File: config.mk
export PLATFORM = sky130hd
export DESIGN_NAME = lpt_front
export DESIGN_NICKNAME = d
export VERILOG_FILES = /design/src/lpt_pkg.sv /design/src/lpt_front.sv
export SDC_FILE = /design/constraint.sdc
export NUM_CORES = 1
export LEC_CHECK = 0
export BUFFER_PORTS_ARGS = -buffer_cell sky130_fd_sc_hd__buf_2
export CAP_MARGIN = 20
export CORE_UTILIZATION = 45
export DETAILED_ROUTE_END_ITERATION = 10
export PLACE_DENSITY = 0.74
export SKIP_CTS_REPAIR_TIMING = 1
export SYNTH_ARGS = -nofsm -noshare
export SYNTH_HDL_FRONTEND = slang
export SYNTH_SLANG_ARGS = --single-unit
File: constraint.sdc
create_clock -name clk -period 5.6 [get_ports clk]
set_clock_uncertainty 0.15 [all_clocks]
set_input_delay 1.12 -clock clk [delete_from_list [all_inputs] [get_ports clk]]
set_output_delay 1.12 -clock clk [all_outputs]
set_load 0.1 [all_outputs]
File: src/lpt_pkg.sv
package lpt_pkg;

	// Defaults for the top-level parameters
	localparam int FRAC_BITS_DEF  = 16;
	localparam int SIG_DEPTH_DEF  = 256;

	// Fixed field widths
	localparam int DATA_W    = 32;
	localparam int TARGET_W  = 17;
	localparam int LR_W      = 31;
	localparam int CFG_IDX_W = 3;

	// Configuration register indexes
	localparam logic [CFG_IDX_W-1:0] REG_TRIAL_ID      = 3'd0;
	localparam logic [CFG_IDX_W-1:0] REG_INIT_WEIGHT_A = 3'd1;
	localparam logic [CFG_IDX_W-1:0] REG_INIT_WEIGHT_B = 3'd2;
	localparam logic [CFG_IDX_W-1:0] REG_INIT_BIAS     = 3'd3;
	localparam logic [CFG_IDX_W-1:0] REG_LEARNING_RATE = 3'd4;

	// Sample queue between front and back
	localparam int QUEUE_DEPTH = 2;
	localparam int QPTR_W      = 1;

	// One training sample as it travels through the queue
	typedef struct packed {
		logic signed [DATA_W-1:0] a;
		logic signed [DATA_W-1:0] b;
		logic [TARGET_W-1:0]      target;
		logic                     last;
	} sample_t;

	// Configuration as seen by the back end
	typedef struct packed {
		logic [DATA_W-1:0]        trial_id;
		logic signed [DATA_W-1:0] init_a;
		logic signed [DATA_W-1:0] init_b;
		logic signed [DATA_W-1:0] init_bias;
		logic [LR_W-1:0]          rate;
	} cfg_t;

endpackage

File: src/lpt_front.sv
module lpt_front (
	input  logic             clk,
	input  logic             arst_n,
	input  logic             push,
	output logic             full,
	input  lpt_pkg::sample_t in_word,
	input  logic             take,
	output logic             avail,
	output lpt_pkg::sample_t out_word
);

	lpt_pkg::sample_t                mem_q [lpt_pkg::QUEUE_DEPTH];
	logic [lpt_pkg::QPTR_W-1:0]      wr_ptr_q;
	logic [lpt_pkg::QPTR_W-1:0]      rd_ptr_q;
	logic [lpt_pkg::QPTR_W:0]        count_q;
	logic                            do_wr;
	logic                            do_rd;

	assign full     = (count_q == (lpt_pkg::QPTR_W+1)'(lpt_pkg::QUEUE_DEPTH));
	assign avail    = (count_q != '0);
	assign out_word = mem_q[rd_ptr_q];
	assign do_wr    = push && !full;
	assign do_rd    = take && avail;

	// storage, no reset needed
	always_ff @(posedge clk) begin
		if (do_wr) begin
			mem_q[wr_ptr_q] <= in_word;
		end
	end

	// pointers and fill count
	always_ff @(posedge clk or negedge arst_n) begin
		if (!arst_n) begin
			wr_ptr_q <= '0;
			rd_ptr_q <= '0;
			count_q  <= '0;
		end else begin
			if (do_wr) begin
				if (wr_ptr_q == lpt_pkg::QPTR_W'(lpt_pkg::QUEUE_DEPTH - 1)) begin
					wr_ptr_q <= '0;
				end else begin
					wr_ptr_q <= wr_ptr_q + 1'b1;
				end
			end
			if (do_rd) begin
				if (rd_ptr_q == lpt_pkg::QPTR_W'(lpt_pkg::QUEUE_DEPTH - 1)) begin
					rd_ptr_q <= '0;
				end else begin
					rd_ptr_q <= rd_ptr_q + 1'b1;
				end
			end
			if (do_wr && !do_rd) begin
				count_q <= count_q + 1'b1;
			end else if (do_rd && !do_wr) begin
				count_q <= count_q - 1'b1;
			end
		end
	end

endmodule

==> results of run 1 <==
[metal layers]
metal  GRT usage  vias to the layer above
li1            -                     1449
met3      0.0651                       13
met2       0.236                      127
met1       0.173                     1501
met4      0.0671                        0
met5           0                        -
[layout make-up]
| class | instances | area share |
|---|---|---|
| flip-flops and latches | 168 | 0.628 |
| multi-input cells | 95 | 0.161 |
| repair buffers | 174 | 0.113 |
| clock buffers | 24 | 0.0589 |
| well taps | 180 | 0.0281 |
| clock inverters | 8 | 0.00938 |
| inverters | 2 | 0.000938 |
| diodes | 1 | 0.000313 |
[synth_stat cells (all sizes together)]
cell | count | area [um^2]
edfxtp | 164 | 4920
mux2 | 82 | 1190
buf | 9 | 156
dfrtp | 4 | 100
xnor2 | 3 | 26.3
inv | 2 | 7.51
nand2 | 2 | 7.51
nor2 | 2 | 7.51
xor2 | 2 | 17.5
and3 | 1 | 6.26
ha | 1 | 12.5
nand2b | 1 | 6.26
or2 | 1 | 6.26
[worst max-delay path by stage]
stage	start	end	depth (start not counted)
6_report	rd_ptr_q	out_word[59]	3
5_1_grt	rd_ptr_q	out_word[59]	3
4_1_cts	rd_ptr_q	out_word[59]	3
3_5_place_dp	rd_ptr_q	out_word[59]	3
3_3_place_gp	rd_ptr_q	out_word[59]	3
2_1_floorplan	push	mem_q[0][0]	2
[worst max-delay path: cells and delay by family, from the launching register on]
| kind | cells | cell delay [ps] |
|---|---|---|
| DFF | 1 | 1140 |
| buffers and inverters | 2 | 710 |
| muxes | 1 | 370 |
[per-stage QoR]
stage | hold WS [ps] | utilization | cell area [um^2] | setup WS [ps] | instances
finish | 341 | 0.574 | 8000 | 1650 | 652
global placement | 325 | 0.533 | 7430 | 2120 | 618
global route | 326 | 0.574 | 8000 | 1550 | 651
detailed placement | 342 | 0.533 | 7430 | 2080 | 618
floorplan | 306 | - | 6460 | 299 | 274
CTS | 321 | 0.572 | 7970 | 1610 | 650
[kinds of logic (layout without fill, tap and decap cells)]
kind of cell	count (synthesis)	after routing	synth area share
XOR/XNOR	5	5	0.00677
AND/OR/NAND/NOR	7	7	0.00523
other	0	1	0
buffers and inverters	11	208	0.0254
flip-flops	168	168	0.777
multiplexers	82	82	0.183
adder cells (fa/ha/maj)	1	1	0.00194
[flip-flops by register name (all words and copies together), names as in the netlist]
signal    flops
mem_q       164
count_q       2
rd_ptr_q      1
wr_ptr_q      1
[layout by cell type, fill, tap and decap left out, drive strengths merged]
cell type,netlist,final
ha,1,1
xnor2,3,3
edfxtp,164,164
dfrtp,4,4
and3,1,1
nand2b,1,1
nand2,2,2
diode,0,1
buf,9,174
or2,1,1
xor2,2,2
clkbuf,0,24
clkinv,0,3
inv,2,2
nor2,2,2
bufinv,0,1
mux2,82,82
clkinvlp,0,4
==> flow_metrics.tcl, run 1 <==
set metrics [dict create \
    status "finished clean" \
    drcViolationCount 0 \
    finalMaxSlewViolations 0 \
    cp-start-kind "flop" \
    rr_startpoint "count_q[0]" \
    worst_path_largest_cell_delay_ps 1140 \
    pin_count 170 \
    portBuffers 169 \
    fin_nets 545 \
    met3_length_um 829 \
    seq_area_frac_synth 0.777 \
    vias 3090 \
    max_cap_viol_count 0 \
    tns_ps 0 \
    area_growth_pct 23.8 \
    fin_crit_ps 3950 \
    multi_input_area_mm2 0.00129 \
    drive_gt1_frac 0.609 \
    track_usage 0.148 \
    crit_arrival_ps 2680 \
    ant_nets 0 \
    ys_types 16 \
    rsz0062_at_grt "no" \
    clock-sinks 168 \
    ff_latch_area_mm2 0.00503 \
    syn_nets 361 \
    reg2reg_to "mem_q[0][19]" \
    grt_max_degree 83 \
    rrSetupSlack_ps 3210 \
    syn_area_per_cell_um2 23.6 \
    grt_pass1_vias 3209 \
    wl_per_cell_um 16.3 \
    finalHoldViolations 0 \
    final-setup-viol-count 0 \
    synthCells 274 \
    h-tree-depth 4 \
    die-height_um 122 \
    antenna_found_initial 1 \
    synthesis.area_mm2 0.00646 \
    crit_path_cell_trace "buf_4 -> mux2_2 -> buf_2" \
    cts_buffers 17 \
    drt_iter0_markers 182 \
    cp.required_ps 4330 \
    ys_warn_count 0 \
    fill_cells 1066 \
    place_congestion 0.706 \
    met1_length_mm 4.40 \
    ys_ff_latch 168 \
    slew-limit-headroom 0.286 \
    clk_pin_slew_ps 60 \
    max_freq_mhz 253 \
    critPathSlowestCell "dfrtp_4" \
    start_util 0.464 \
    die_x_um 122 \
    cp_max_fo 59 \
    grt_pass1_wl_mm 15.8 \
    clkLatencyLatePin_ps 420 \
    critPathCaptureType "output port" \
    top_layer "met4" \
    crit_type "flop to output port" \
    r2r_cells 4 \
    hpwlAfterDp_mm 6.77 \
    first_pass_iters 4 \
    clockBufferDepth 2 \
    fin_crit_sh 0.705 \
    gr-total-overflow 0 \
    wl_met2_mm 5.22 \
    hp-class "primary input to async pin" \
    rows 43 \
    vias_per_cell 4.74 \
    core_area_mm2 0.0139 \
    postRouteWirelength_mm 10.6 \
    cts_tree "built" \
    dieArea_mm2 0.0148 \
    cts_root_buf "clkbuf_16" \
    tightest_slew_ps 1070 \
]
Power of run 1 is not shown: default switching activity piles up to over one toggle a cycle in this logic, so the estimate is an artifact.
==> run 2, diff against run 1 <==
--- a/config.mk
+++ b/config.mk
@@ -9,7 +9,7 @@
 export CAP_MARGIN = 20
 export CORE_UTILIZATION = 45
 export DETAILED_ROUTE_END_ITERATION = 10
-export PLACE_DENSITY = 0.74
+export PLACE_DENSITY = 0.77
 export SKIP_CTS_REPAIR_TIMING = 1
 export SYNTH_ARGS = -nofsm -noshare
 export SYNTH_HDL_FRONTEND = slang
==> constraint.sdc (replaced) <==
create_clock -name clk -period 3.2 [get_ports clk]
set_clock_uncertainty 0.15 [all_clocks]
set_input_delay 0.64 -clock clk [delete_from_list [all_inputs] [get_ports clk]]
set_output_delay 0.64 -clock clk [all_outputs]
set_load 0.1 [all_outputs]
==> flow_metrics.tcl, run 2 (synthesis gave the netlist of run 1 again) <==
set metrics [dict create \
    status "finished clean" \
    drive_gt1_frac 0.612 \
    cp_max_fo 15 \
    slew-limit-headroom 0.617 \
    rows 43 \
    critPathCaptureType "output port" \
    r2r_cells 4 \
    clock-sinks 168 \
    rrSetupSlack_ps 1290 \
    finalHoldViolations 0 \
    cp.buffers_inverters 2 \
    tightest_slew_ps 574 \
    grt_max_degree 44 \
    antenna_found_initial 1 \
    final-setup-viol-count 0 \
    rr_startpoint "count_q[0]" \
    vias_per_cell 4.82 \
    drt_iter0_markers 163 \
    start_util 0.464 \
    final_cell_mix "169 x buf_2, 164 x edfxtp_1, 70 x mux2_4, 17 x clkbuf_16, 12 x mux2_2" \
    fin_nets 548 \
    cts_root_buf "clkbuf_16" \
    hold_ws_ps 260 \
    crit_arrival_ps 2000 \
    cp-start-kind "flop" \
    h-tree-depth 4 \
    cp.required_ps 2410 \
    finalMaxSlewViolations 0 \
    largest_reg_flops 164 \
    clockBufferDepth 2 \
    hp-start "in_word[31]" \
    drcViolationCount 0 \
    gr-total-overflow 0 \
    core_area_mm2 0.0139 \
    fin_crit_sh 0.871 \
    area_growth_pct 26.2 \
    place_congestion 0.667 \
    hp-class "primary input to flop" \
    grt_pass1_wl_mm 16.3 \
    die_x_um 122 \
    min_to "mem_q[1][31]" \
    rsz0062_at_grt "no" \
    dieArea_mm2 0.0148 \
    track_usage 0.152 \
    critPathSlowestCell "dfrtp_4" \
    cts_buffers 17 \
    crit_family "buffers and inverters" \
    ant_nets 0 \
    first_pass_iters 4 \
    cts_tree "built" \
    grt_pass1_vias 3299 \
    wl_per_cell_um 16.5 \
    die-height_um 122 \
    fin_crit_ps 2790 \
    portBuffers 169 \
    vias 3154 \
    pin_count 170 \
    clkLatencyLatePin_ps 410 \
    max_freq_mhz 359 \
    clk_pin_slew_ps 60 \
    tns_ps 0 \
    hpwlAfterDp_mm 7.35 \
    regMostFlops "mem_q" \
    worst_path_largest_cell_delay_ps 590 \
    worstSetupStartpoint "rd_ptr_q" \
    min_path_cells 1 \
    reg_top3 "mem_q: 164 flops, count_q: 2 flops" \
    final_common_cell "buf_2" \
    crit_type "flop to output port" \
    crit_path_cell_trace "buf_4 -> mux2_2 -> buf_2" \
    reg2reg_to "mem_q[0][20]" \
    max_cap_viol_count 0 \
    postRouteWirelength_mm 10.8 \
]
==> run 2: worst reg2reg max path, cell delays in order, from the launching register on <==
cell and delay [ps]:
dfrtp_1 400, nand2b_1 200, nand2_1 160, nor2_4 120, buf_4 480
==> run 2: cell type report <==
cell class,count,area [um^2]
diodes,1,2.50
well taps,180,225
multi-input cells,95,1290
clock buffers,20,437
inverters,2,7.51
clock inverters,12,223
repair buffers,177,946
fillers,1044,5780
flip-flops and latches,168,5030
==> run 2: worst max path at each step <==
stage                         to  slack [ps]  cells after the start
CTS                 out_word[65]         370                      3
detailed placement  out_word[65]         840                      3
finish              out_word[65]         410                      3
global route        out_word[65]         340                      3
global placement    out_word[65]         840                      3
floorplan            mem_q[1][0]          10                      1
==> run 2: per-layer routing <==
metal	GRT usage	share of wire
met2	0.256	0.52
met5	0	0
met3	0.0496	0.067
met1	0.169	0.39
met4	0.0826	0.021
==> run 2: per-stage QoR <==
| stage | utilization | setup WS, ps | std cells | area, um^2 |
|---|---|---|---|---|
| detailed placement | 0.537 | 838 | 621 | 7490 |
| global route | 0.585 | 337 | 654 | 8160 |
| finish | 0.585 | 412 | 655 | 8160 |
| floorplan | - | 11.2 | 274 | 6470 |
| global placement | 0.537 | 840 | 621 | 7490 |
| CTS | 0.585 | 367 | 653 | 8150 |
Power of run 2 is left out for the same reason.
==> run 3, diff against run 2 <==
--- a/config.mk
+++ b/config.mk
@@ -8,6 +8,7 @@
 export BUFFER_PORTS_ARGS = -buffer_cell sky130_fd_sc_hd__buf_2
 export CAP_MARGIN = 20
 export CORE_UTILIZATION = 45
+export CTS_BUF_LIST = sky130_fd_sc_hd__clkbuf_4
 export DETAILED_ROUTE_END_ITERATION = 10
 export PLACE_DENSITY = 0.77
 export SKIP_CTS_REPAIR_TIMING = 1
==> flow_metrics.tcl, run 3 (synthesis gave the netlist of run 1 again) <==
set metrics [dict create \
    fin_nets 548 \
    r2r_cells 4 \
    start_util 0.464 \
    area_growth_pct 21.8 \
    gr-total-overflow 0 \
    antenna_found_initial 1 \
    clock-sinks 168 \
    fin_crit_ps 2930 \
    pin_count 170 \
    clk_pin_slew_ps 140 \
    reg_top3 "mem_q: 164 flops, count_q: 2 flops" \
    vias 3146 \
    min_to "mem_q[0][77]" \
    final_cell_mix "169 x buf_2, 164 x edfxtp_1, 70 x mux2_4, 20 x clkbuf_4, 12 x mux2_2" \
    status "finished clean" \
    dieArea_mm2 0.0148 \
    drt_iter0_markers 129 \
    fill_cells 1077 \
    track_usage 0.148 \
    drive_gt1_frac 0.618 \
    dp.cells 621 \
    tightest_slew_ps 564 \
    cp.required_ps 2410 \
    critPathCaptureType "output port" \
    cp_max_fo 15 \
    final_util 0.565 \
    ant_nets 0 \
    grt_pass1_vias 3208 \
    place_congestion 0.667 \
    die_x_um 122 \
    min_path_cells 1 \
    finalMaxSlewViolations 0 \
    slew-limit-headroom 0.624 \
    max_cap_viol_count 0 \
    h-tree-depth 4 \
    crit_arrival_ps 2140 \
    core_area_mm2 0.0139 \
    tns_ps 0 \
    largest_reg_flops 164 \
    final-setup-viol-count 0 \
    die-height_um 122 \
    cts_buffers 17 \
    fin_cells 655 \
    hp-class "primary input to flop" \
    hpwlAfterDp_mm 7.35 \
    rrSetupSlack_ps 1270 \
    finalHoldViolations 0 \
    regMostFlops "mem_q" \
    vias_per_cell 4.80 \
    fin_crit_sh 0.915 \
    crit_type "flop to output port" \
    grt_max_degree 44 \
    postRouteWirelength_mm 10.7 \
    hold_ws_ps 112 \
    wl_per_cell_um 16.4 \
    portBuffers 169 \
    final_common_cell "buf_2" \
    clockBufferDepth 2 \
    drcViolationCount 0 \
    hp-start "in_word[77]" \
    first_pass_iters 4 \
    cts_tree "built" \
    rsz0062_at_grt "no" \
    rr_startpoint "count_q[0]" \
    max_freq_mhz 342 \
    reg2reg_to "mem_q[0][70]" \
    cts_root_buf "clkbuf_4" \
    clkLatencyLatePin_ps 550 \
    cp-start-kind "flop" \
    rows 43 \
    grt_pass1_wl_mm 15.9 \
]
==> run 3: metrics by stage <==
stage | setup slack [ps] | cell area (um^2)
2_1_floorplan | 11.2 | 6470
4_1_cts | 193 | 7860
5_1_grt | 152 | 7870
6_report | 272 | 7870
3_3_place_gp | 840 | 7490
3_5_place_dp | 838 | 7490
==> run 3: how the worst max path moves through the flow <==
stage / slack, ps / start / end
3_3_place_gp: 840 / rd_ptr_q / out_word[65]
5_1_grt: 150 / rd_ptr_q / out_word[65]
4_1_cts: 190 / rd_ptr_q / out_word[65]
6_report: 270 / rd_ptr_q / out_word[65]
2_1_floorplan: 10 / push / mem_q[1][0]
3_5_place_dp: 840 / rd_ptr_q / out_word[65]
==> run 3: layer usage <==
metal / global-route usage / part of all wire / up-vias
met5: 0 / 0 / -
li1: - / - / 1457
met2: 0.253 / 0.52 / 120
met1: 0.163 / 0.39 / 1556
met3: 0.0534 / 0.072 / 13
met4: 0.0741 / 0.020 / 0
==> run 3: layout make-up <==
cell class | count | area (um^2) | share of cell area
Antenna cell | 1 | 2.50 | 0.000318
Clock buffer | 20 | 150 | 0.0191
Clock inverter | 12 | 223 | 0.0283
Inverter | 2 | 7.51 | 0.000954
Multi-Input combinational cell | 95 | 1290 | 0.164
Sequential cell | 168 | 5030 | 0.639
Tap cell | 180 | 225 | 0.0286
Timing Repair Buffer | 177 | 946 | 0.120
==> run 3: worst max-delay path: stages (launching register included) <==
cell and delay [ps]:
dfrtp_4 600, buf_4 330, mux2_2 370, buf_2 290
Power of run 3 is left out for the same reason.
